## config.mk

```make
export PLATFORM = sky130hd
export DESIGN_NAME = ibt_front
export DESIGN_NICKNAME = d
export VERILOG_FILES = /design/src/rtl/ibt_pkg.sv /design/src/rtl/ibt_front.sv
export SDC_FILE = /design/constraint.sdc
export NUM_CORES = 1
export LEC_CHECK = 0
export BUFFER_PORTS_ARGS = -buffer_cell sky130_fd_sc_hd__buf_2
export CAP_MARGIN = 20
export CORE_MARGIN = 8
export CORE_UTILIZATION = 36
export CTS_CLUSTER_DIAMETER = 120
export DETAILED_ROUTE_END_ITERATION = 10
export GPL_TIMING_DRIVEN = 1
export PLACE_DENSITY = 0.75
export SYNTH_ARGS = -nofsm -noshare
export SYNTH_HDL_FRONTEND = slang
export SYNTH_SLANG_ARGS = --single-unit
export TNS_END_PERCENT = 10
```

## constraint.sdc

```tcl
create_clock -name clock -period 5 [get_ports clock]
set_input_delay 1 -clock clock [delete_from_list [all_inputs] [get_ports clock]]
set_output_delay 1 -clock clock [all_outputs]
set_load 0.005 [all_outputs]
```

## src/rtl/ibt_pkg.sv

```systemverilog
package ibt_pkg;

   // Input op codes
   localparam logic [1:0] OP_ADD   = 2'd0;
   localparam logic [1:0] OP_QUERY = 2'd1;
   localparam logic [1:0] OP_SWEEP = 2'd2;

   // Decoded command kinds
   localparam logic [1:0] KIND_ADD   = 2'd0;
   localparam logic [1:0] KIND_QUERY = 2'd1;
   localparam logic [1:0] KIND_SWEEP = 2'd2;
   localparam logic [1:0] KIND_NONE  = 2'd3;

   // Register indexes
   localparam logic CSR_SWEEP_INTERVAL = 1'b0;
   localparam logic CSR_EXPIRE_AFTER   = 1'b1;

   localparam logic [31:0] SWEEP_INTERVAL_RESET = 32'd10000;
   localparam logic [31:0] EXPIRE_AFTER_RESET   = 32'd3600000;

   localparam int REQ_DATA_W = 72;
   localparam int RSP_DATA_W = 24;
   localparam int CNT_FIELD_W = 7;

   localparam int QUEUE_DEPTH = 2;

   typedef struct packed {
      logic [1:0]  kind;
      logic [31:0] now_ms;
      logic [31:0] ip_address;
   } cmd_type;

   typedef struct packed {
      logic empty;
      logic full;
   } q_stat_type;

   typedef struct packed {
      logic        valid;
      logic [31:0] stamp;
      logic [31:0] address;
   } entry_type;

   // Result word, lowest field last
   typedef struct packed {
      logic [6:0] entry_count;
      logic [6:0] removed_count;
      logic       sweep_ran;
      logic       table_full;
      logic       stored;
      logic       present;
   } rsp_type;

endpackage

```

## src/rtl/ibt_front.sv

```systemverilog
module ibt_front (
   input  logic                              clock,
   input  logic                              reset,
   input  logic                              req_tvalid,
   output logic                              req_tready,
   input  logic [ibt_pkg::REQ_DATA_W-1:0]    req_tdata,
   input  logic                              clearing,
   input  ibt_pkg::q_stat_type               q_stat,
   output logic                              push,
   output ibt_pkg::cmd_type                  push_cmd
);

   logic             slot_vld_ff, slot_vld_in;
   ibt_pkg::cmd_type slot_cmd_ff, slot_cmd_in;
   logic             accept;
   logic [1:0]       kind;

   always_comb begin
      unique case (req_tdata[1:0])
         ibt_pkg::OP_ADD:   kind = ibt_pkg::KIND_ADD;
         ibt_pkg::OP_QUERY: kind = ibt_pkg::KIND_QUERY;
         ibt_pkg::OP_SWEEP: kind = ibt_pkg::KIND_SWEEP;
         default:           kind = ibt_pkg::KIND_NONE;
      endcase
   end

   assign push       = slot_vld_ff && !q_stat.full;
   assign req_tready = !clearing && (!slot_vld_ff || !q_stat.full);
   assign accept     = req_tvalid && req_tready;
   assign push_cmd   = slot_cmd_ff;

   always_comb begin
      slot_vld_in = slot_vld_ff;
      slot_cmd_in = slot_cmd_ff;
      if (accept) begin
         slot_vld_in            = 1'b1;
         slot_cmd_in.kind       = kind;
         slot_cmd_in.ip_address = req_tdata[33:2];
         slot_cmd_in.now_ms     = req_tdata[65:34];
      end else if (push) begin
         slot_vld_in = 1'b0;
      end
   end

   always_ff @(posedge clock) begin
      if (reset) begin
         slot_vld_ff <= 1'b0;
      end else begin
         slot_vld_ff <= slot_vld_in;
      end
   end

   always_ff @(posedge clock) begin
      slot_cmd_ff <= slot_cmd_in;
   end

endmodule

```

==> metrics.md <==
| Metric | Value |
|---|---|
| Max cap viols | 0 |
| Area growth from synthesis to layout | 47.6% |
| Worst path cell trace | buf_2 -> nand2b_4 -> a21oi_4 -> buf_4 |
| Clock buffer depth | 2 |
| Comb power frac | 6.0% |
| Worst Max-Slew Pin Slew | 1.02 ns |
| Number of synthesized flops with an enable pin | 66 |
| Setup WS post-layout | 2.41 ns |
| Placeable Area | 5510 um^2 |
| Sw frac | 20.0% |
| Max rail drop VDD | 0.199 mV |
| Mapped Area | 2050 um^2 |
| Post-layout min period | 2.59 ns |
| Dpl ws | 2.04 ns |
| Synth Register Bits | 67 |
| Nets | 301 |
| Die Wd | 91.5 um |
| Mapped Cells | 75 |
| Synth cell count leaders | edfxtp_1, a21oi_1, clkbuf_1 |
| Grt met3 use | 12.8% |
| Power Density | 375 nW/um^2 |
| CP Class | input pin to flip-flop |
| Die Area | 8370 um^2 |
| TritonCTS clock tree | yes |
| Period utilization | 51.9% |
| Worst path slowest cell | a21oi_4 |
| Via density | 4.18 |
| Num CTS Buffers | 9 |
| Static Leak | 1.29 nW |
| Synth Warn # | 0 |
| H-Tree Depth | 3 |
| Final HPWL DP | 4.17 mm |
| First-pass DRT Iterations | 4 |
| CP Capture Type | flip-flop |
| GRT Util Overall | 12.6% |
| Worst-path clk slew | 0.07 ns |
| Post-synthesis sequential area ratio | 97.6% |
| Post-CTS Setup Bufs | 0 |
| WP data arrival | 2.57 ns |
| Synth area leaders | edfxtp_1, dfxtp_1, nand2b_4 |
| Antenna diodes | 0 |
| GR peak layer | met2 |
| Port bufs | 138 |
| GR Util met2 | 20.2% |
| Final setup viols | 0 |
| Final Cell Area | 3030 um^2 |
| Count leader, synth | edfxtp_1 |
| WL/cell | 17.4 um |
| Synthesized Nets | 153 |
| WP data required | 4.98 ns |
| Routed Antenna Nets | 0 |
| Layout cell share with drive strength beyond 1 | 68.4% |
| Rel. slew slack | 31.7% |
| Cell accounting for the most synthesized area | edfxtp_1 |
| Outcome | completed |
| I/O Pins | 146 |
| Final hold violations | 0 |
| Vias in the first global route | 1,503 |
| Final TNS setup | 0 ns |
| GPL Wtd Cong | 0.709 |
| Sw Pwr | 0.000227 W |
| Initial Util | 37.3% |
| CTS Hold Bufs | 0 |
| Max Slew Vio Count | 0 |
| Clock share of power | 36.6% |
| F_max | 386 MHz |
| Largest net degree at the start of global routing | 35 |
| Unique masters post-synth | 8 |
| Global-route wire length before repair | 7.81 mm |
| CP max stage delay | 0.77 ns |
| Critical Path Source Type | input pin |
| Clk sinks | 67 |
| Hold Path Class | flip-flop to flip-flop |
| Remaining global-route overflow | 0 |
| Sequential share of power | 57.4% |
| Post-synth ARST share | 0% |
| Hold WS | 0.530 ns |
| Avg Inst Size Synth | 27.4 um^2 |
| RSZ-0062 raised after global routing | false |
| Initial antenna violation count | 0 |
| Final wirelength | 5.23 mm |
| DRC Markers | 0 |
| Vias | 1,255 |
| Post_cts resized | 0 |
| Synth Flop Type | edfxtp_1 |
| Largest fanout on the critical path | 34 |
| Yosys top cell area share | 96.6% |
| Die Span Y | 91.5 um |
| Root Driver | clkbuf_8 |
| Clock latency on the worst-skew pair | 0.32 ns |
| Starting DRT DRC Count | 49 |
| Met1 usage in global routing | 9.74% |
| FP Rows | 27 |
| Placement-stage cell area | 2840 um^2 |
| Clock skew | 0.00470 ns |
| Pint | 0.000907 W |
## power groups by stage
stage | Combinational, W | Clock [W] | Sequential (W)
after floorplan | 0.0000105 | 0 | 0.000670
after global placement | 0.0000675 | 0 | 0.000663
after detailed placement | 0.0000700 | 0 | 0.000664
after CTS | 0.0000700 | 0.000426 | 0.000652
after global routing | 0.0000752 | 0.000451 | 0.000654
final | 0.0000680 | 0.000415 | 0.000652
## cell type report
class	count	area [um^2]
tap	72	90.1
sequential	67	2000
clock inverter	6	56.3
clock buffer	10	128
multi-input combinational	6	53.8
timing repair buffer	139	698
fill	447	2480
## worst max-delay path, delay by kind of cell
family / cells / cell delay [ns]
AO/OA/AOI/OAI: 1 / 0.77
AND/OR/NAND/NOR: 1 / 0.15
buffers and inverters: 2 / 0.62
## per-layer routing
metal  up-vias  routed length, um
li1        593                  -
met1       566               1600
met2        91               2540
met3         5               1040
met4         0                 49
met5         -                  0
## cells in the final DEF, fill, tap and decap left out, drive strengths merged
cell	count
a21oi	3
nor2b	1
bufinv	1
clkinvlp	1
nand2	1
nand2b	1
edfxtp	66
clkbuf	10
clkinv	4
dfxtp	1
buf	139
## kinds of logic after synthesis
family          Yosys count  share of synthesized area (%)
simple gates              3                           1.16
buf+inv                   2                          0.366
compound gates            3                          0.915
flops                    67                           97.6
## worst paths after layout
path	cells after the start	slack [ns]	to	startpoint
hold reg to reg	2	0.53	slot_vld_ff$_SDFFE_PP0P_	slot_vld_ff$_SDFFE_PP0P_
setup reg to reg	2	2.95	push_cmd[1]$_DFFE_PP_	slot_vld_ff$_SDFFE_PP0P_
hold / removal	2	0.53	slot_vld_ff$_SDFFE_PP0P_	slot_vld_ff$_SDFFE_PP0P_
setup / recovery	4	2.41	push_cmd[1]$_DFFE_PP_	clearing
## registers in the layout, summed over array words and instances (netlist names)
register,flops
slot_vld_ff,1
push_cmd,66
## through the flow
step                util, %  instances  total power, W
finish                 55.0        300         0.00113
global route           55.0        300         0.00118
detailed placement     51.6        284        0.000734
global placement       51.6        284        0.000730
floorplan                 -         75        0.000681
CTS                    55.0        300         0.00115
Note: power is estimated with default switching activity, not from simulation.
