### src/rtl/ibt_pkg.sv
package ibt_pkg;

   // Input op codes
   localparam logic [1:0] OP_ADD   = 2'd0;
   localparam logic [1:0] OP_QUERY = 2'd1;
   localparam logic [1:0] OP_SWEEP = 2'd2;

   // Decoded command kinds
   localparam logic [1:0] KIND_ADD   = 2'd0;
   localparam logic [1:0] KIND_QUERY = 2'd1;
   localparam logic [1:0] KIND_SWEEP = 2'd2;
   localparam logic [1:0] KIND_NONE  = 2'd3;

   // Register indexes
   localparam logic CSR_SWEEP_INTERVAL = 1'b0;
   localparam logic CSR_EXPIRE_AFTER   = 1'b1;

   localparam logic [31:0] SWEEP_INTERVAL_RESET = 32'd10000;
   localparam logic [31:0] EXPIRE_AFTER_RESET   = 32'd3600000;

   localparam int REQ_DATA_W = 72;
   localparam int RSP_DATA_W = 24;
   localparam int CNT_FIELD_W = 7;

   localparam int QUEUE_DEPTH = 2;

   typedef struct packed {
      logic [1:0]  kind;
      logic [31:0] now_ms;
      logic [31:0] ip_address;
   } cmd_type;

   typedef struct packed {
      logic empty;
      logic full;
   } q_stat_type;

   typedef struct packed {
      logic        valid;
      logic [31:0] stamp;
      logic [31:0] address;
   } entry_type;

   // Result word, lowest field last
   typedef struct packed {
      logic [6:0] entry_count;
      logic [6:0] removed_count;
      logic       sweep_ran;
      logic       table_full;
      logic       stored;
      logic       present;
   } rsp_type;

endpackage

### src/rtl/ibt_engine.sv
module ibt_engine #(
   parameter int ENTRIES = 64
) (
   input  logic                 clock,
   input  logic                 reset,
   input  logic [31:0]          sweep_interval_ms,
   input  logic [31:0]          expire_after_ms,
   input  ibt_pkg::q_stat_type  q_stat,
   input  ibt_pkg::cmd_type     head_cmd,
   output logic                 pop,
   output logic                 clearing,
   output logic                 rsp_tvalid,
   input  logic                 rsp_tready,
   output ibt_pkg::rsp_type     rsp_word
);

   localparam int IW = (ENTRIES > 1) ? $clog2(ENTRIES) : 1;
   localparam int CW = $clog2(ENTRIES + 1);
   localparam logic [IW-1:0] LAST_IDX = IW'(ENTRIES - 1);

   localparam logic [1:0] ST_CLEAR  = 2'd0;
   localparam logic [1:0] ST_IDLE   = 2'd1;
   localparam logic [1:0] ST_WALK   = 2'd2;
   localparam logic [1:0] ST_FINISH = 2'd3;

   ibt_pkg::entry_type mem [ENTRIES];
   ibt_pkg::entry_type rd_data_ff;
   ibt_pkg::entry_type mem_wdata;
   logic [IW-1:0]      mem_waddr;
   logic               mem_we;
   logic               mem_re;

   logic [1:0]         state_ff, state_in;
   ibt_pkg::cmd_type   cmd_ff, cmd_in;
   logic               ran_ff, ran_in;
   logic               iss_ff, iss_in;
   logic [IW-1:0]      rd_idx_ff, rd_idx_in;
   logic               p_vld_ff, p_vld_in;
   logic [IW-1:0]      p_idx_ff, p_idx_in;
   logic               found_ff, found_in;
   logic               free_ok_ff, free_ok_in;
   logic [IW-1:0]      free_idx_ff, free_idx_in;
   logic [CW-1:0]      removed_ff, removed_in;
   logic [CW-1:0]      count_ff, count_in;
   logic [31:0]        last_sweep_ff, last_sweep_in;
   logic [IW-1:0]      clr_idx_ff, clr_idx_in;
   logic               out_vld_ff, out_vld_in;
   ibt_pkg::rsp_type   out_ff, out_in;

   logic [31:0]        since_sweep;
   logic [31:0]        age;
   logic               run_sweep;
   logic               do_store;
   logic               do_full;
   logic               is_lookup;
   logic               out_free;
   logic [CW-1:0]      count_next;

   assign since_sweep = head_cmd.now_ms - last_sweep_ff;
   assign run_sweep   = (head_cmd.kind == ibt_pkg::KIND_SWEEP) && (count_ff != '0)
                        && (since_sweep >= sweep_interval_ms);
   assign age         = cmd_ff.now_ms - rd_data_ff.stamp;
   assign is_lookup   = (cmd_ff.kind == ibt_pkg::KIND_ADD)
                        || (cmd_ff.kind == ibt_pkg::KIND_QUERY);
   assign do_store    = (cmd_ff.kind == ibt_pkg::KIND_ADD) && !found_ff && free_ok_ff;
   assign do_full     = (cmd_ff.kind == ibt_pkg::KIND_ADD) && !found_ff && !free_ok_ff;
   assign count_next  = count_ff - removed_ff + CW'(do_store);
   assign out_free    = !out_vld_ff || rsp_tready;

   assign pop        = (state_ff == ST_IDLE) && !q_stat.empty;
   assign clearing   = (state_ff == ST_CLEAR);
   assign rsp_tvalid = out_vld_ff;
   assign rsp_word   = out_ff;
   assign mem_re     = (state_ff == ST_WALK) && iss_ff;

   always_comb begin
      state_in      = state_ff;
      cmd_in        = cmd_ff;
      ran_in        = ran_ff;
      iss_in        = iss_ff;
      rd_idx_in     = rd_idx_ff;
      p_vld_in      = 1'b0;
      p_idx_in      = p_idx_ff;
      found_in      = found_ff;
      free_ok_in    = free_ok_ff;
      free_idx_in   = free_idx_ff;
      removed_in    = removed_ff;
      count_in      = count_ff;
      last_sweep_in = last_sweep_ff;
      clr_idx_in    = clr_idx_ff;
      out_vld_in    = out_vld_ff && !rsp_tready;
      out_in        = out_ff;
      mem_we        = 1'b0;
      mem_waddr     = clr_idx_ff;
      mem_wdata     = '0;

      unique case (state_ff)
         ST_CLEAR: begin
            // write every slot invalid once after reset
            mem_we     = 1'b1;
            clr_idx_in = clr_idx_ff + IW'(1);
            if (clr_idx_ff == LAST_IDX) begin
               state_in = ST_IDLE;
            end
         end
         ST_IDLE: begin
            if (pop) begin
               cmd_in     = head_cmd;
               ran_in     = run_sweep;
               found_in   = 1'b0;
               free_ok_in = 1'b0;
               removed_in = '0;
               rd_idx_in  = '0;
               if (run_sweep) begin
                  last_sweep_in = head_cmd.now_ms;
               end
               if (run_sweep || (head_cmd.kind == ibt_pkg::KIND_ADD)
                   || (head_cmd.kind == ibt_pkg::KIND_QUERY)) begin
                  iss_in   = 1'b1;
                  state_in = ST_WALK;
               end else begin
                  state_in = ST_FINISH;
               end
            end
         end
         ST_WALK: begin
            if (iss_ff) begin
               rd_idx_in = rd_idx_ff + IW'(1);
               p_vld_in  = 1'b1;
               p_idx_in  = rd_idx_ff;
               if (rd_idx_ff == LAST_IDX) begin
                  iss_in = 1'b0;
               end
            end
            if (p_vld_ff) begin
               if (is_lookup) begin
                  if (rd_data_ff.valid && (rd_data_ff.address == cmd_ff.ip_address)) begin
                     found_in = 1'b1;
                  end
                  if (!rd_data_ff.valid && !free_ok_ff) begin
                     free_ok_in  = 1'b1;
                     free_idx_in = p_idx_ff;
                  end
               end else if (rd_data_ff.valid && (age >= expire_after_ms)) begin
                  mem_we     = 1'b1;
                  mem_waddr  = p_idx_ff;
                  mem_wdata  = rd_data_ff;
                  mem_wdata.valid = 1'b0;
                  removed_in = removed_ff + CW'(1);
               end
               if (p_idx_ff == LAST_IDX) begin
                  state_in = ST_FINISH;
               end
            end
         end
         ST_FINISH: begin
            if (out_free) begin
               if (do_store) begin
                  mem_we            = 1'b1;
                  mem_waddr         = free_idx_ff;
                  mem_wdata.valid   = 1'b1;
                  mem_wdata.stamp   = cmd_ff.now_ms;
                  mem_wdata.address = cmd_ff.ip_address;
               end
               count_in             = count_next;
               out_vld_in           = 1'b1;
               out_in.present       = is_lookup && found_ff;
               out_in.stored        = do_store;
               out_in.table_full    = do_full;
               out_in.sweep_ran     = ran_ff;
               out_in.removed_count = 7'(removed_ff);
               out_in.entry_count   = 7'(count_next);
               state_in             = ST_IDLE;
            end
         end
         default: state_in = ST_IDLE;
      endcase
   end

   always_ff @(posedge clock) begin
      if (reset) begin
         state_ff      <= ST_CLEAR;
         iss_ff        <= 1'b0;
         p_vld_ff      <= 1'b0;
         count_ff      <= '0;
         last_sweep_ff <= '0;
         clr_idx_ff    <= '0;
         out_vld_ff    <= 1'b0;
      end else begin
         state_ff      <= state_in;
         iss_ff        <= iss_in;
         p_vld_ff      <= p_vld_in;
         count_ff      <= count_in;
         last_sweep_ff <= last_sweep_in;
         clr_idx_ff    <= clr_idx_in;
         out_vld_ff    <= out_vld_in;
      end
   end

   always_ff @(posedge clock) begin
      cmd_ff      <= cmd_in;
      ran_ff      <= ran_in;
      rd_idx_ff   <= rd_idx_in;
      p_idx_ff    <= p_idx_in;
      found_ff    <= found_in;
      free_ok_ff  <= free_ok_in;
      free_idx_ff <= free_idx_in;
      removed_ff  <= removed_in;
      out_ff      <= out_in;
   end

   // Entry store: one write and one registered read per cycle
   always_ff @(posedge clock) begin
      if (mem_we) begin
         mem[mem_waddr] <= mem_wdata;
      end
      if (mem_re) begin
         rd_data_ff <= mem[rd_idx_ff];
      end
   end

endmodule

### config.mk
export PLATFORM = sky130hd
export DESIGN_NAME = ibt_engine
export DESIGN_NICKNAME = d
export VERILOG_FILES = /design/src/rtl/ibt_pkg.sv /design/src/rtl/ibt_engine.sv
export SDC_FILE = /design/constraint.sdc
export NUM_CORES = 2
export LEC_CHECK = 0
export ABC_AREA = 1
export ABC_CLOCK_PERIOD_IN_PS = 7750
export BUFFER_PORTS_ARGS = -buffer_cell sky130_fd_sc_hd__clkbuf_2
export CAP_MARGIN = 10
export CORE_UTILIZATION = 55
export DETAILED_ROUTE_END_ITERATION = 16
export PLACE_DENSITY = 0.72
export SLEW_MARGIN = 20
export SYNTH_ARGS = -nofsm -noshare
export SYNTH_HDL_FRONTEND = slang
export SYNTH_MEMORY_MAX_BITS = 65536
export SYNTH_SLANG_ARGS = --single-unit
### constraint.sdc
create_clock -name clock -period 7.75 [get_ports clock]
set_clock_uncertainty 0.2 [all_clocks]
set_input_delay 1.1625 -clock clock [delete_from_list [all_inputs] [get_ports clock]]
set_output_delay 1.1625 -clock clock [all_outputs]
set_load 0.01 [all_outputs]
==> parameters.txt <==
Parameter                              Value

Status
  Result of the run    finished clean

STA
  Worst Setup Slack, final    0.7367 ns
  Fmax    142.6 MHz
  Unrepaired setup endpoints after global routing    false
  Worst Tran Pin Value    1.198 ns
  Ratio of final minimum period to clock period    0.9049
  Final setup vio count    0
  Hold Fails Final Rpt    0
  Total negative slack for setup checks    0 ns
  Worst hold margin    0.1343 ns
  Fin. max-slew vios    0
  Final Critical Period    7.013 ns
  Headroom to the max-slew limit    0.1984

Critical path
  Family of cells with the greatest summed delay on the critical path    simple AND/OR/NAND/NOR gates
  Longest individual stage delay on the worst path    0.93 ns
  Most frequent cell on the critical path    sky130_fd_sc_hd__nand2_1
  Type of origin of the critical path    register
  Crit path buffers/inverters    5
  Data required time of the critical path    8.19 ns
  Library cell contributing the largest single delay on the critical path    sky130_fd_sc_hd__nor2_4
  Critical path arrival    7.45 ns
  Critical path peak fanout    16
  CP Class    reg2reg
  Crit. End Element    register

Min path
  Path type of the worst min-delay path    in2reg

Global route
  Number of antenna violations at the first check in global routing    18
  GRT Overall Usage    0.3220
  Global-route wire length before repair    761.2 mm
  Grt ovf    0
  Vias in the first global route    113800
  Maximum number of pins on one net before global-route repair    215

Pwr
  Power after layout    46.48 mW
  PwrDens    237.1 mW/mm^2
  Switching share of total power    0.2007
  Portion of total power attributed to combinational logic    0.009
  Switching power    9.328 mW
  Clk network pwr share    0.435
  Static leakage    68.24 nW
  Internal power    37.16 mW
  Power share of the sequential group    0.556
  Maximum resistive drop on vdd    207.6 uV

Placed design
  Final weighted congestion of routability-driven global placement    0.9215
  HPWL after DPL    291.0 mm
  Count of input and output buffers    154
  Dpl ws    0.8955 ns
  Cell Area, Placed    0.1825 mm^2
  Total instance count after detailed placement    16990

Floorplan
  Die Span X    566.4 um
  Vertical extent of the die    566.4 um
  Die outline area    0.3208 mm^2
  Effective utilization at floorplan    0.5544
  Core ar.    0.3160 mm^2
  Number of core rows    206
  I/O pins    156

Cells and area
  End-of-flow core utilization    0.6206
  Number of fillers in the final layout    22650
  Final std cells w/o fill    17800
  Final net count    13550
  Share of cells above drive strength 1    0.09204
  Design Area, Final    0.1961 mm^2
  Synthesis-to-finish area growth    11.92%

Yosys
  Post-synthesis sequential area ratio    0.7491
  Nets in the synthesized netlist    13540
  Top cell type by total area after synthesis    sky130_fd_sc_hd__edfxtp_1
  Number of register bits inferred by synthesis    4387
  Post-synthesis average cell area    13.22 um^2
  Number of synthesized flops with an enable pin    4337
  Predominant post-synthesis flop cell    sky130_fd_sc_hd__edfxtp_1
  Commonest cells in the netlist    sky130_fd_sc_hd__edfxtp_1, sky130_fd_sc_hd__nor2_1, sky130_fd_sc_hd__o21ai_0
  Share of flip-flops with an asynchronous set or reset    0
  Number of library cell types mapped by synthesis    55
  Most instantiated library cell after synthesis    sky130_fd_sc_hd__edfxtp_1
  Portion of synthesized cell area occupied by the leading cell type    0.7433
  Synthesis Warnings    0
  Biggest area contributors in the synthesized netlist    sky130_fd_sc_hd__edfxtp_1, sky130_fd_sc_hd__o21ai_0, sky130_fd_sc_hd__nor2_1
  Post-synth design cell area    0.1752 mm^2
  Gate count after technology mapping    13250

CTS
  Number of H-tree levels    5
  Root cell of the clock tree    sky130_fd_sc_hd__clkbuf_16
  Number of buffers added for setup after CTS    0
  Clock Tree Buf Depth    4
  Hold bufs inserted after CTS    0
  Sink count of the clock tree    4387
  Clock network latency to the later pin of the worst-skew pair    1.00 ns
  Post_cts resized    0
  Clock transition time at the flip-flop clock pins of the worst setup and hold paths    0.07 ns
  TritonCTS clock tree    yes
  Number of buffers created by CTS    429

Route
  Number of nets with antenna violations after detailed routing    0
  DR vias    118300
  DRC violations left    0
  DR iter-0 viols    18020
  Final routed wire length divided by cell count    29.62 um
  Number of vias per cell after detailed routing    6.649
  Routed Wire Length    527.2 mm
  Number of optimization iterations in the first detailed-route pass    8

Flow run
  Max capacitance violation total    0
[sequential cells by signal, indices dropped and copies added (netlist names), 2 cells and up]
| signal | count |
|---|---|
| rd_idx_ff | 6 |
| free_idx_ff | 6 |
| state_ff | 2 |
| last_sweep_ff | 32 |
| removed_ff | 7 |
| clr_idx_ff | 6 |
| p_idx_ff | 6 |
| rsp_word | 18 |
| mem | 4160 |
| rd_data_ff | 65 |
| cmd_ff | 66 |
| count_ff | 7 |
[cell families after synthesis]
logic type,count (synthesis),synth area share
DFF,4387,0.7491
AOI/OAI and AO/OA,3731,0.1232
and+or+nand+nor,3712,0.08548
buffers and inverters,1195,0.02764
adders and majority gates,148,0.01070
xor gates and xnor gates,79,0.003949
[final cells by class]
cell class | instances | area (um^2) | area share
Clock buffer | 510 | 11060 | 0.05640
Inverter | 295 | 1157 | 0.005902
Tap cell | 4160 | 5205 | 0.02654
Antenna cell | 11 | 27.53 | 0.0001404
Sequential cell | 4387 | 131200 | 0.6693
Multi-Input combinational cell | 7670 | 40270 | 0.2054
Clock inverter | 281 | 2491 | 0.01270
Timing Repair Buffer | 482 | 4647 | 0.02370
[per-layer routing]
| layer | routed length [um] | part of all wire | track usage | vias up |
|---|---|---|---|---|
| met5 | 98 | 0.00019 | 0 | - |
| met4 | 27410 | 0.052 | 0.1514 | 16 |
| met3 | 72710 | 0.14 | 0.08327 | 1402 |
| met2 | 239300 | 0.45 | 0.4965 | 8763 |
| met1 | 187600 | 0.36 | 0.4303 | 58340 |
| li1 | - | - | - | 49800 |
[worst reg2reg max path, delay by kind of cell (launching register included)]
kind                       cells  cell delay [ns]
AOI/OAI and AO/OA              6             1.54
DFF                            1             0.35
adders and majority gates      3             0.86
buffers and inverters          5             0.73
xor gates and xnor gates       1             0.21
and+or+nand+nor               14             2.73
[worst paths after layout]
kind / start / to / slack, ns / depth (start not counted)
max reg2reg: cmd_ff[32] / mem[25][19] / 0.74 / 29
min: head_cmd[5] / cmd_ff[5] / 0.13 / 1
min reg2reg: ran_ff / rsp_word[3] / 0.24 / 0
max: cmd_ff[32] / mem[25][19] / 0.74 / 29
[power by group through the flow]
| stage | Clock [mW] | Combinational, mW | Sequential [mW] |
|---|---|---|---|
| after floorplan | 0 | 0.200 | 26.4 |
| after global placement | 0 | 0.408 | 26.3 |
| after detailed placement | 0 | 0.412 | 26.3 |
| after CTS | 20.3 | 0.414 | 25.8 |
| after global routing | 21.2 | 0.447 | 25.8 |
| final | 20.2 | 0.421 | 25.8 |
[layout by cell type (no fill, tap or decap), types with 8 or more instances in the layout]
master                       instances
sky130_fd_sc_hd__clkinvlp_4         11
sky130_fd_sc_hd__nand4_1            49
sky130_fd_sc_hd__o21ai_0          2144
sky130_fd_sc_hd__dfxtp_1            50
sky130_fd_sc_hd__nand2_1           790
sky130_fd_sc_hd__a21boi_0            8
sky130_fd_sc_hd__nor4_1              9
sky130_fd_sc_hd__nor3_1             18
sky130_fd_sc_hd__diode_2            11
sky130_fd_sc_hd__clkinv_16          11
sky130_fd_sc_hd__a31oi_1            13
sky130_fd_sc_hd__inv_1             274
sky130_fd_sc_hd__clkinv_2           90
sky130_fd_sc_hd__clkinv_1          120
sky130_fd_sc_hd__o221ai_1          424
sky130_fd_sc_hd__xor2_1             48
sky130_fd_sc_hd__buf_4             215
sky130_fd_sc_hd__xnor2_1            31
sky130_fd_sc_hd__o211ai_1          101
sky130_fd_sc_hd__o21ai_4            43
sky130_fd_sc_hd__clkbuf_1           80
sky130_fd_sc_hd__ha_1              144
sky130_fd_sc_hd__nor2_1           2186
sky130_fd_sc_hd__o22ai_1           629
sky130_fd_sc_hd__a32o_1             14
sky130_fd_sc_hd__edfxtp_1         4337
sky130_fd_sc_hd__nand3_1           558
sky130_fd_sc_hd__a21o_1              9
sky130_fd_sc_hd__buf_12            113
sky130_fd_sc_hd__o21ai_1            11
sky130_fd_sc_hd__clkbuf_16         430
sky130_fd_sc_hd__nand2_2             8
sky130_fd_sc_hd__bufinv_16          30
sky130_fd_sc_hd__o22ai_4             9
sky130_fd_sc_hd__nor2_4             70
sky130_fd_sc_hd__a21oi_1           291
sky130_fd_sc_hd__clkbuf_2          154
(Power assumes the default switching activity.)
