### src/rtl/ibt_pkg.sv
package ibt_pkg;

   // Input op codes
   localparam logic [1:0] OP_ADD   = 2'd0;
   localparam logic [1:0] OP_QUERY = 2'd1;
   localparam logic [1:0] OP_SWEEP = 2'd2;

   // Decoded command kinds
   localparam logic [1:0] KIND_ADD   = 2'd0;
   localparam logic [1:0] KIND_QUERY = 2'd1;
   localparam logic [1:0] KIND_SWEEP = 2'd2;
   localparam logic [1:0] KIND_NONE  = 2'd3;

   // Register indexes
   localparam logic CSR_SWEEP_INTERVAL = 1'b0;
   localparam logic CSR_EXPIRE_AFTER   = 1'b1;

   localparam logic [31:0] SWEEP_INTERVAL_RESET = 32'd10000;
   localparam logic [31:0] EXPIRE_AFTER_RESET   = 32'd3600000;

   localparam int REQ_DATA_W = 72;
   localparam int RSP_DATA_W = 24;
   localparam int CNT_FIELD_W = 7;

   localparam int QUEUE_DEPTH = 2;

   typedef struct packed {
      logic [1:0]  kind;
      logic [31:0] now_ms;
      logic [31:0] ip_address;
   } cmd_type;

   typedef struct packed {
      logic empty;
      logic full;
   } q_stat_type;

   typedef struct packed {
      logic        valid;
      logic [31:0] stamp;
      logic [31:0] address;
   } entry_type;

   // Result word, lowest field last
   typedef struct packed {
      logic [6:0] entry_count;
      logic [6:0] removed_count;
      logic       sweep_ran;
      logic       table_full;
      logic       stored;
      logic       present;
   } rsp_type;

endpackage

### src/rtl/ibt_queue.sv
module ibt_queue (
   input  logic                 clock,
   input  logic                 reset,
   input  logic                 push,
   input  ibt_pkg::cmd_type     push_cmd,
   input  logic                 pop,
   output ibt_pkg::cmd_type     head_cmd,
   output ibt_pkg::q_stat_type  q_stat
);

   localparam int PW = (ibt_pkg::QUEUE_DEPTH > 1) ? $clog2(ibt_pkg::QUEUE_DEPTH) : 1;
   localparam int FW = $clog2(ibt_pkg::QUEUE_DEPTH + 1);
   localparam logic [PW-1:0] LAST_PTR = PW'(ibt_pkg::QUEUE_DEPTH - 1);
   localparam logic [FW-1:0] FULL_FILL = FW'(ibt_pkg::QUEUE_DEPTH);

   ibt_pkg::cmd_type slot_ff [ibt_pkg::QUEUE_DEPTH];
   logic [PW-1:0]    wr_ptr_ff, wr_ptr_in;
   logic [PW-1:0]    rd_ptr_ff, rd_ptr_in;
   logic [FW-1:0]    fill_ff, fill_in;

   assign q_stat.empty = (fill_ff == '0);
   assign q_stat.full  = (fill_ff == FULL_FILL);
   assign head_cmd     = slot_ff[rd_ptr_ff];

   always_comb begin
      wr_ptr_in = wr_ptr_ff;
      rd_ptr_in = rd_ptr_ff;
      if (push) begin
         wr_ptr_in = (wr_ptr_ff == LAST_PTR) ? '0 : wr_ptr_ff + PW'(1);
      end
      if (pop) begin
         rd_ptr_in = (rd_ptr_ff == LAST_PTR) ? '0 : rd_ptr_ff + PW'(1);
      end
      unique case ({push, pop})
         2'b10:   fill_in = fill_ff + FW'(1);
         2'b01:   fill_in = fill_ff - FW'(1);
         default: fill_in = fill_ff;
      endcase
   end

   always_ff @(posedge clock) begin
      if (reset) begin
         wr_ptr_ff <= '0;
         rd_ptr_ff <= '0;
         fill_ff   <= '0;
      end else begin
         wr_ptr_ff <= wr_ptr_in;
         rd_ptr_ff <= rd_ptr_in;
         fill_ff   <= fill_in;
      end
   end

   always_ff @(posedge clock) begin
      if (push) begin
         slot_ff[wr_ptr_ff] <= push_cmd;
      end
   end

endmodule

### config.mk
export PLATFORM = sky130hd
export DESIGN_NAME = ibt_queue
export DESIGN_NICKNAME = d
export VERILOG_FILES = /design/src/rtl/ibt_pkg.sv /design/src/rtl/ibt_queue.sv
export SDC_FILE = /design/constraint.sdc
export NUM_CORES = 1
export LEC_CHECK = 0
export BUFFER_PORTS_ARGS = -buffer_cell sky130_fd_sc_hd__buf_2
export CAP_MARGIN = 20
export CORE_MARGIN = 2
export CORE_UTILIZATION = 51
export DETAILED_ROUTE_END_ITERATION = 16
export PLACE_DENSITY = 0.76
export SLEW_MARGIN = 10
export SYNTH_ARGS = -nofsm -noshare
export SYNTH_HDL_FRONTEND = slang
export SYNTH_SLANG_ARGS = --single-unit
### constraint.sdc
create_clock -name clock -period 5.1 [get_ports clock]
set_clock_uncertainty 0.2 [all_clocks]
set_input_delay 0.51 -clock clock [delete_from_list [all_inputs] [get_ports clock]]
set_output_delay 0.51 -clock clock [all_outputs]
set_load 0.005 [all_outputs]
==> results.yml, run 1 <==
status:
  status: "finished clean"
route:
  detail_route.wirelength_mm: 9.62
  drc_markers: 0
  iteration_count_of_the_initial_detailed_routing_pass: 4
  vias: 2809
  drt_via_density: 4.81
  antenna_left: 0
  wl_per_cell_um: 16.5
  detail_route.iter0.violations: 104
global_routing:
  grt_pass1_vias: 2941
  grt_antenna_before_repair: 0
  grt_first_pass_wirelength_mm: 14.1
  grt_start_max_net_pins: 67
  global_route.usage.total_pct: 18.4
  grt_overflow: 0
power_and_ir_drop:
  power.ir.vdd_worst_uv: 261
  power_density_mw_per_mm2: 403
  p_leak_nw: 2.68
timing:
  worst_tran_pin_value_ns: 0.937
  fmaxAchievable_mhz: 321
  fin_ws_ns: 1.98
  drv_slew: 0
  finalCriticalPeriod_ns: 3.12
  max_slew_margin_pct: 37.4
  grt_setup_unrepaired: "false"
  setup_viol: 0
  min_period_over_period_pct: 61.1
  holdWs_ns: 0.0346
  fin_setup_tns_ns: 0
  timing_hold_violations_final: 0
synthesis:
  yosysUniqueCellTypes: 15
  synth.net_count: 298
  synth-seq-area-share_pct: 82.0
  yosys_register_bits: 137
  syn_area_sq_mm: 0.00496
  synth.yosys.warnings: 0
  post_synth_inst_count: 227
  synth.avg_cell_area_sq_um: 21.8
final_layout:
  layout-drive-gt1-share_pct: 51.9
  register_area_sq_mm: 0.00407
  area_growth_syn_to_layout_pct: 41.7
  fillerInstances: 563
  final_net_count: 513
  antenna_cells_inserted: 0
  multi_input_area_sq_um: 855
worst_hold_path:
  hold_path_class: "primary input to flop"
clocking:
  cts-root-buf: "clkbuf_8"
  tritoncts.num_buffers: 17
  clock_latency_ns: 0.49
  post_cts_buffers: 0
  cts_buffer_depth: 2
  cts_tree: "yes"
  tritoncts_num_sinks: 137
  cts_repair_resize_count: 0
  post_cts_hold_buffer_count: 63
  cts.htree.levels: 4
  clkSlewWorstSetupHoldPaths_ns: 0.06
placement:
  worst_setup_slack_post_dpl_ns: 2.48
  gpl.final_weighted_congestion: 0.736
  dp_hpwl_mm: 5.48
  port-buffer-count: 137
critical_path:
  criticalPathCategory: "flop to output pin"
  cp.buffers_inverters: 2
  cp.arrival_ns: 2.41
  crit_slowest_cell: "dfxtp_2"
  crit_required_ns: 4.39
  path_cells: "buf_4 -> mux2_2 -> buf_2"
  path_max_fanout: 39
  timing.critical_path.max_delay_family: "flip-flops"
  cpPeakStageDelay_ns: 0.77
  startpoint_type: "flop"
  critPathCaptureType: "output pin"
die:
  die_span_y_um: 103
  die_width_um: 103
  num_io_pins: 138
  initial_core_util_pct: 53.1
  die-area_sq_mm: 0.0105
  number_of_rows_in_the_core_area: 35
  coreArea_sq_mm: 0.00933
job:
  drv.max_cap_violation_count: 0
==> layout make-up <==
class | count | area share, %
sequential | 137 | 57.9
timing repair buffer | 203 | 19.1
multi-input combinational | 82 | 12.2
clock buffer | 19 | 6.00
clock inverter | 13 | 2.53
tap | 129 | 2.30
inverter | 1 | 0.0534
==> where the power goes <==
part	total [W]	internal [W]	switching (W)
registers	0.00134	0.00131	0.0000258
logic	0.000274	0.000154	0.000119
clock network	0.00122	0.000790	0.000428
==> worst reg2reg max path, stage by stage, from the launching register on <==
cell and delay (ns):
dfxtp_1 0.35, nor2_4 0.75, buf_4 0.56
==> flip-flops by register name (all words and copies together) (netlist names), named ones only <==
| signal | flops |
|---|---|
| fill_ff | 2 |
| rd_ptr_ff | 1 |
| wr_ptr_ff | 1 |
| slot_ff | 132 |
==> worst paths after layout <==
| path | startpoint | endpoint | slack (ns) | cells past startpoint |
|---|---|---|---|---|
| worst min register to register | fill_ff[1]$_SDFFE_PP0P_ | fill_ff[1]$_SDFFE_PP0P_ | 0.33 | 2 |
| worst max-delay path | flop | head_cmd[10] | 1.98 | 3 |
| worst min-delay path | push_cmd[15] | slot_ff[0][15]$_DFFE_PP_ | 0.03 | 1 |
| worst max register to register | wr_ptr_ff$_SDFFE_PP0P_ | slot_ff[0][2]$_DFFE_PP_ | 2.88 | 2 |
==> synth_stat cells <==
| cell | instances | area, sq um |
|---|---|---|
| edfxtp_1 | 132 | 3960 |
| mux2_2 | 66 | 743 |
| nor2_1 | 6 | 22.5 |
| dfxtp_1 | 5 | 100 |
| buf_4 | 4 | 30.0 |
| buf_2 | 3 | 15.0 |
| xnor2_1 | 3 | 26.3 |
| a21oi_1 | 1 | 5.00 |
| and2_1 | 1 | 6.26 |
| and2b_2 | 1 | 8.76 |
| ha_1 | 1 | 12.5 |
| inv_1 | 1 | 3.75 |
| o21ai_0 | 1 | 5.00 |
| or3_1 | 1 | 6.26 |
| xor2_1 | 1 | 8.76 |
==> layout by cell type (no fill, tap or decap) <==
cell	count
xor2_1	1
buf_4	2
clkbuf_8	1
o21ai_0	1
dlygate4sd3_1	64
clkinv_2	1
bufinv_16	4
or3_1	1
ha_1	1
clkbuf_16	16
dfxtp_2	1
nor2_4	1
clkinv_4	3
edfxtp_1	132
clkinvlp_4	2
buf_2	137
dfxtp_1	4
inv_1	1
nor2_1	5
mux2_2	66
xnor2_1	3
a21oi_1	1
clkbuf_1	2
and2b_2	1
and2_4	1
clkinv_1	3
==> metal layers <==
layer  global-route usage, %  vias to the layer above  wire, um
li1                        -                     1325         -
met1                    22.7                     1375      4100
met2                    31.6                      104      4880
met3                    6.44                        5       600
met4                    4.31                        0        37
met5                       0                        -         0
==> logic make-up (layout without fill, tap and decap cells) <==
logic type | after synthesis | after routing | share of synthesized area [%]
flip-flops | 137 | 137 | 82.0
multiplexers | 66 | 66 | 15.0
AND/OR/NAND/NOR | 9 | 9 | 0.884
buffers and inverters | 8 | 236 | 0.984
XOR/XNOR | 4 | 4 | 0.707
AO/OA/AOI/OAI | 2 | 2 | 0.202
adder cells (fa/ha/maj) | 1 | 1 | 0.252
==> per-stage QoR <==
| step | utilization [%] | total power [W] | cell area [sq um] | std cells |
|---|---|---|---|---|
| after floorplan | - | 0.00148 | 4960 | 227 |
| after global placement | 62.0 | 0.00159 | 5790 | 488 |
| after detailed placement | 62.0 | 0.00160 | 5790 | 488 |
| after CTS | 75.2 | 0.00285 | 7020 | 583 |
| after global routing | 75.3 | 0.00293 | 7030 | 584 |
| final | 75.3 | 0.00283 | 7030 | 584 |
No activity file was read; power rests on OpenSTA's default activity.
==> inputs of run 2 (changes only) <==
clock period = 2.98 ns   (was 5.1 ns; I/O delays follow)
==> run 2 against run 1 <==
Against the previous run: sequential share of layout area shrank 0.67 points; hold slack better by 0.29 ns; die area unchanged; first-iteration DRC count down 3.8%; count of clock-buffer cells in the layout is 2 lower; sequential cell count stayed put; clock power rose by 66%.
==> results.yml, run 2 (synthesized netlist as in run 1, its figures left out) <==
timing:
  drv_slew: 0
  setup_viol: 0
  max_slew_margin_pct: 59.6
  fmaxAchievable_mhz: 433
  finalCriticalPeriod_ns: 2.31
  holdWs_ns: 0.321
  fin_ws_ns: 0.669
  worst_tran_pin_value_ns: 0.606
  fin_setup_tns_ns: 0
  timing_hold_violations_final: 0
  min_period_over_period_pct: 77.6
  grt_setup_unrepaired: "false"
final_layout:
  area_growth_syn_to_layout_pct: 43.4
  final_net_count: 522
  registers.top_by_ff_count: "slot_ff"
  most-common-layout-cells: "137 x buf_2, 132 x edfxtp_1, 70 x dlygate4sd3_1"
  final_core_utilization_pct: 76.2
  largest_register_ffs: 132
  final_common_cell: "buf_2"
  layout-drive-gt1-share_pct: 52.2
  layout.cells.non_filler: 593
  antenna_cells_inserted: 0
  largestRegisters: "slot_ff x132, fill_ff x2"
power_and_ir_drop:
  p_leak_nw: 2.72
  p_sw_w: 0.00100
  pwr-share-seq_pct: 47.4
  switching_share_pct: 20.9
  comb_power_share_pct: 10.3
  power.ir.vdd_worst_uv: 411
  power.clock.fraction_pct: 42.3
  cell_internal_pwr_w: 0.00380
  power_density_mw_per_mm2: 675
global_routing:
  grt_antenna_before_repair: 0
  grt_start_max_net_pins: 44
  grt_pass1_vias: 3019
  grt_first_pass_wirelength_mm: 14.1
  grt_overflow: 0
  global_route.usage.total_pct: 18.4
die:
  die-area_sq_mm: 0.0105
  number_of_rows_in_the_core_area: 35
  die_width_um: 103
  die_span_y_um: 103
  coreArea_sq_mm: 0.00933
  num_io_pins: 138
  initial_core_util_pct: 53.1
clocking:
  cts_repair_resize_count: 0
  clkSlewWorstSetupHoldPaths_ns: 0.06
  cts-root-buf: "clkbuf_8"
  tritoncts_num_sinks: 137
  cts_buffer_depth: 2
  cts.htree.levels: 4
  clock_latency_ns: 0.49
  cts_tree: "yes"
  tritoncts.num_buffers: 17
route:
  wire_length_the_detailed_router_placed_on_met1_mm: 3.76
  drc_markers: 0
  drt_via_density: 4.82
  iteration_count_of_the_initial_detailed_routing_pass: 4
  detail_route.iter0.violations: 100
  antenna_left: 0
  top_layer: "met4"
  vias: 2857
  wl_per_cell_um: 16.0
  detailroute.wirelength.met3_um: 583
  routed-wl-met2_mm: 5.05
  detail_route.wirelength_mm: 9.51
critical_path:
  ff2ff_setup_slack_ns: 1.13
  critPathCaptureType: "output pin"
  critical_path.reg2reg.startpoint: "wr_ptr_ff$_SDFFE_PP0P_"
  startpoint_type: "flop"
  criticalPathCategory: "flop to output pin"
  worst-r2r-cell-count: 2
  path_max_fanout: 39
  crit_required_ns: 2.48
  crit_slowest_cell: "buf_4"
  cpPeakStageDelay_ns: 0.42
  cp.arrival_ns: 1.81
  reg2reg_to: "slot_ff[1][39]$_DFFE_PP_"
  path_cells: "buf_4 -> mux2_2 -> buf_2"
worst_hold_path:
  hold_path_class: "flop to flop"
  hold_end: "rd_ptr_ff$_SDFFE_PP0P_"
  worstHoldStart: "rd_ptr_ff$_SDFFE_PP0P_"
  hold_depth: 2
placement:
  dp_cells: 491
  worst_setup_slack_post_dpl_ns: 1.11
  port-buffer-count: 137
  gpl.final_weighted_congestion: 0.697
  dp_hpwl_mm: 5.34
status:
  status: "finished clean"
job:
  drv.max_cap_violation_count: 0
run 2: cell count changes in the layout (fill, tap and decap cells not counted), sizes merged:
| cell | before | now |
|---|---|---|
| clkbuf | 19 | 17 |
| clkinvlp | 2 | 3 |
| buf | 139 | 142 |
| inv | 1 | 4 |
| clkinv | 7 | 6 |
| bufinv | 4 | 3 |
| dlygate4sd3 | 64 | 70 |
run 2: critical path: cells and delay by family, from the launching register on:
| kind | cells | cell delay, ns |
|---|---|---|
| mux | 1 | 0.42 |
| flops | 1 | 0.32 |
| buf+inv | 2 | 0.56 |
run 2: routing by layer:
metal	vias to the layer above	global-route usage, %
met5	-	0
met4	0	7.79
met3	10	5.83
met2	107	32.8
met1	1390	20.4
li1	1350	-
run 2: power by group through the flow:
stage	registers, W	clock network [W]	logic, W
2_1_floorplan	0.00231	0	0.000225
3_3_place_gp	0.00231	0	0.000414
3_5_place_dp	0.00232	0	0.000421
4_1_cts	0.00228	0.00207	0.000497
5_1_grt	0.00229	0.00215	0.000538
6_report	0.00228	0.00203	0.000494
run 2: metrics by stage:
step / total power, W / instance area, sq um
after global routing: 0.00498 / 7110
after CTS: 0.00485 / 7110
final: 0.00480 / 7110
after detailed placement: 0.00274 / 5820
after floorplan: 0.00254 / 4960
after global placement: 0.00272 / 5820
run 2: timing repair:
item | CTS | global route
hold buffers | 70 | 0
buffers inserted | 0 | 0
endpoints found under the hold margin | 137 | 0
run 2: cell type report:
class	instances	area, sq um
Inverter	1	3.75
Timing Repair Buffer	212	1440
Multi-Input combinational cell	82	853
Clock inverter	15	174
Sequential cell	137	4070
Fill cell	544	2220
Tap cell	129	161
Clock buffer	17	414
run 2: how the worst max path moves through the flow:
stage                                    to                   start  cells past startpoint
finish                         head_cmd[49]                    flop                      3
global route                   head_cmd[49]                    flop                      3
CTS                            head_cmd[32]                    flop                      3
detailed placement  slot_ff[1][5]$_DFFE_PP_  wr_ptr_ff$_SDFFE_PP0P_                      2
global placement    slot_ff[1][1]$_DFFE_PP_  wr_ptr_ff$_SDFFE_PP0P_                      2
floorplan           slot_ff[0][0]$_DFFE_PP_  wr_ptr_ff$_SDFFE_PP0P_                      1
==> inputs of run 3 (changes only) <==
ABC_AREA = 1   (was not set)
CORE_UTILIZATION = 52   (was 51)
PLACE_DENSITY = 0.77   (was 0.76)
clock period = 2.3 ns   (was 2.98 ns; I/O delays follow)
==> run 3 against run 2 <==
Against the previous run: critical path depth stayed put; utilization is 1.4 points lower; combinational power is 35% higher; first-iteration DRC count is 36% higher; power is 25% higher; non-clock buffer count stayed put; routed wire length is 2.4% higher; largest cell class unchanged; largest power group unchanged; highest routed layer unchanged.
==> results.yml, run 3 <==
status:
  status: "finished clean"
placement:
  dp_hpwl_mm: 5.39
  gpl.final_weighted_congestion: 0.664
  port-buffer-count: 137
power_and_ir_drop:
  power_density_mw_per_mm2: 829
  pwr-share-seq_pct: 48.7
  comb_power_share_pct: 11.1
  power.clock.fraction_pct: 40.2
  p_leak_nw: 2.89
  p_total_w: 0.00601
  power.ir.vdd_worst_uv: 540
  p_sw_w: 0.00130
  cell_internal_pwr_w: 0.00470
  switching_share_pct: 21.7
global_routing:
  grt_overflow: 0
  grt_pass1_vias: 3153
  grt_start_max_net_pins: 67
  grt_first_pass_wirelength_mm: 15.4
  grt_antenna_before_repair: 0
  global_route.usage.total_pct: 18.8
clocking:
  cts-root-buf: "clkbuf_8"
  tritoncts.num_buffers: 17
  tritoncts_num_sinks: 137
  post_cts_hold_buffer_count: 70
  post_cts_buffers: 0
  cts_buffer_depth: 2
  clock_latency_ns: 0.51
  clkSlewWorstSetupHoldPaths_ns: 0.06
  cts_repair_resize_count: 0
  cts.htree.levels: 4
  cts_tree: "yes"
worst_hold_path:
  hold_path_class: "primary input to flop"
  hold_end: "slot_ff[1][61]$_DFFE_PP_"
  hold_depth: 2
  worstHoldStart: "push_cmd[61]"
die:
  initial_core_util_pct: 53.2
  num_io_pins: 138
  die_span_y_um: 104
  die_width_um: 104
  coreArea_sq_mm: 0.00968
  die-area_sq_mm: 0.0107
  number_of_rows_in_the_core_area: 36
synthesis:
  synth.yosys.warnings: 0
  synth.net_count: 309
  yosys.area.top_type: "edfxtp_1"
  synth-seq-area-share_pct: 78.9
  synthTopCellsByArea: "edfxtp_1 77%, mux2_4 12%, mux2_2 5.7%"
  post_synth_most_frequent_cells: "132 x edfxtp_1, 40 x mux2_4, 26 x mux2_2"
  syn_area_sq_mm: 0.00515
  synth-main-ff-cell: "edfxtp_1"
  synthArstFlopShare_pct: 0
  number_of_enable_flip_flop_cells_after_synthesis: 132
  synth.avg_cell_area_sq_um: 21.6
  yosysTopAreaCellShare_pct: 77.0
  yosysUniqueCellTypes: 15
  post_synth_inst_count: 238
  yosys_register_bits: 137
  yosys.cell_count.top_type: "edfxtp_1"
critical_path:
  startpoint_type: "flop"
  cp.arrival_ns: 1.82
  criticalPathCategory: "flop to output pin"
  ff2ff_setup_slack_ns: 0.75
  critPathCaptureType: "output pin"
  reg2reg_to: "slot_ff[1][14]$_DFFE_PP_"
  crit_required_ns: 1.87
  critical_path.reg2reg.startpoint: "wr_ptr_ff$_SDFFE_PP0P_"
  path_max_fanout: 30
  worst-r2r-cell-count: 3
final_layout:
  antenna_cells_inserted: 0
  register_area_sq_mm: 0.00407
  layout-drive-gt1-share_pct: 50.7
  final_net_count: 533
  final_common_cell: "buf_2"
  area_growth_syn_to_layout_pct: 40.8
  fillerInstances: 594
  largestRegisters: "slot_ff x132, fill_ff x2"
  most-common-layout-cells: "137 x buf_2, 132 x edfxtp_1, 70 x dlygate4sd3_1"
  multi_input_area_sq_um: 1000
  registers.top_by_ff_count: "slot_ff"
  final_core_utilization_pct: 74.8
  largest_register_ffs: 132
timing:
  fmaxAchievable_mhz: 445
  max_slew_margin_pct: 65.4
  grt_setup_unrepaired: "false"
  holdWs_ns: 0.226
  fin_setup_tns_ns: 0
  timing_hold_violations_final: 0
  min_period_over_period_pct: 97.7
  worst_tran_pin_value_ns: 0.519
  setup_viol: 0
  finalCriticalPeriod_ns: 2.25
  drv_slew: 0
route:
  iteration_count_of_the_initial_detailed_routing_pass: 4
  wl_per_cell_um: 16.0
  antenna_left: 0
  detail_route.iter0.violations: 136
  drc_markers: 0
  drt_via_density: 4.81
  vias: 2925
  detail_route.wirelength_mm: 9.73
job:
  drv.max_cap_violation_count: 0
[run 3: cell count changes after synthesis, sizes merged, moves of 2 or more]
cell,before,now
nand2,0,5
xnor2,3,1
nor2,6,10
inv,1,7
[run 3: cell families (layout without fill, tap and decap cells)]
family / after synthesis / in the layout / synth area share (%)
muxes: 66 / 66 / 17.4
xor gates and xnor gates: 1 / 1 / 0.170
DFF: 137 / 137 / 78.9
buffers and inverters: 14 / 251 / 1.80
AOI/OAI and AO/OA: 2 / 2 / 0.194
and+or+nand+nor: 17 / 17 / 1.31
adders and majority gates: 1 / 1 / 0.243
[run 3: power groups by stage]
stage                     clock network [W]  logic, W  registers (W)
final                               0.00241  0.000667        0.00293
after global routing                0.00256  0.000721        0.00294
after CTS                           0.00246  0.000669        0.00293
after detailed placement                  0  0.000573        0.00298
after floorplan                           0  0.000336        0.00297
after global placement                    0  0.000559        0.00297
[run 3: worst max path at each step]
stage,depth (start not counted),startpoint,endpoint
3_3_place_gp,3,flop,head_cmd[7]
6_report,3,flop,head_cmd[8]
5_1_grt,3,flop,head_cmd[8]
2_1_floorplan,2,wr_ptr_ff$_SDFFE_PP0P_,slot_ff[1][0]$_DFFE_PP_
4_1_cts,3,flop,head_cmd[8]
3_5_place_dp,3,flop,head_cmd[8]
[run 3: through the flow]
stage          instance area (sq um)  setup WS, ns  instances
6_report                        7250        0.0520        608
5_1_grt                         7250       0.00145        608
4_1_cts                         7250        0.0485        608
3_5_place_dp                    6010         0.597        506
3_3_place_gp                    6010         0.602        506
2_1_floorplan                   5160       -0.0567        238
[run 3: area by class of cell]
cell class,instances,area share [%]
inverters,7,0.363
well taps,133,2.30
multi-input cells,87,13.8
repair buffers,212,20.0
clock inverters,15,1.73
flip-flops and latches,137,56.1
clock buffers,17,5.71
[run 3: per-layer routing]
layer	global-route usage (%)	part of all wire, %
met5	0	0
met4	9.17	1.7
met3	5.54	6.0
met2	33.1	53
met1	20.9	39
[run 3: worst max-delay path: stages (launching register included)]
cell and delay (ns):
dfxtp_4 0.35, buf_4 0.40, mux2_2 0.42, buf_2 0.14
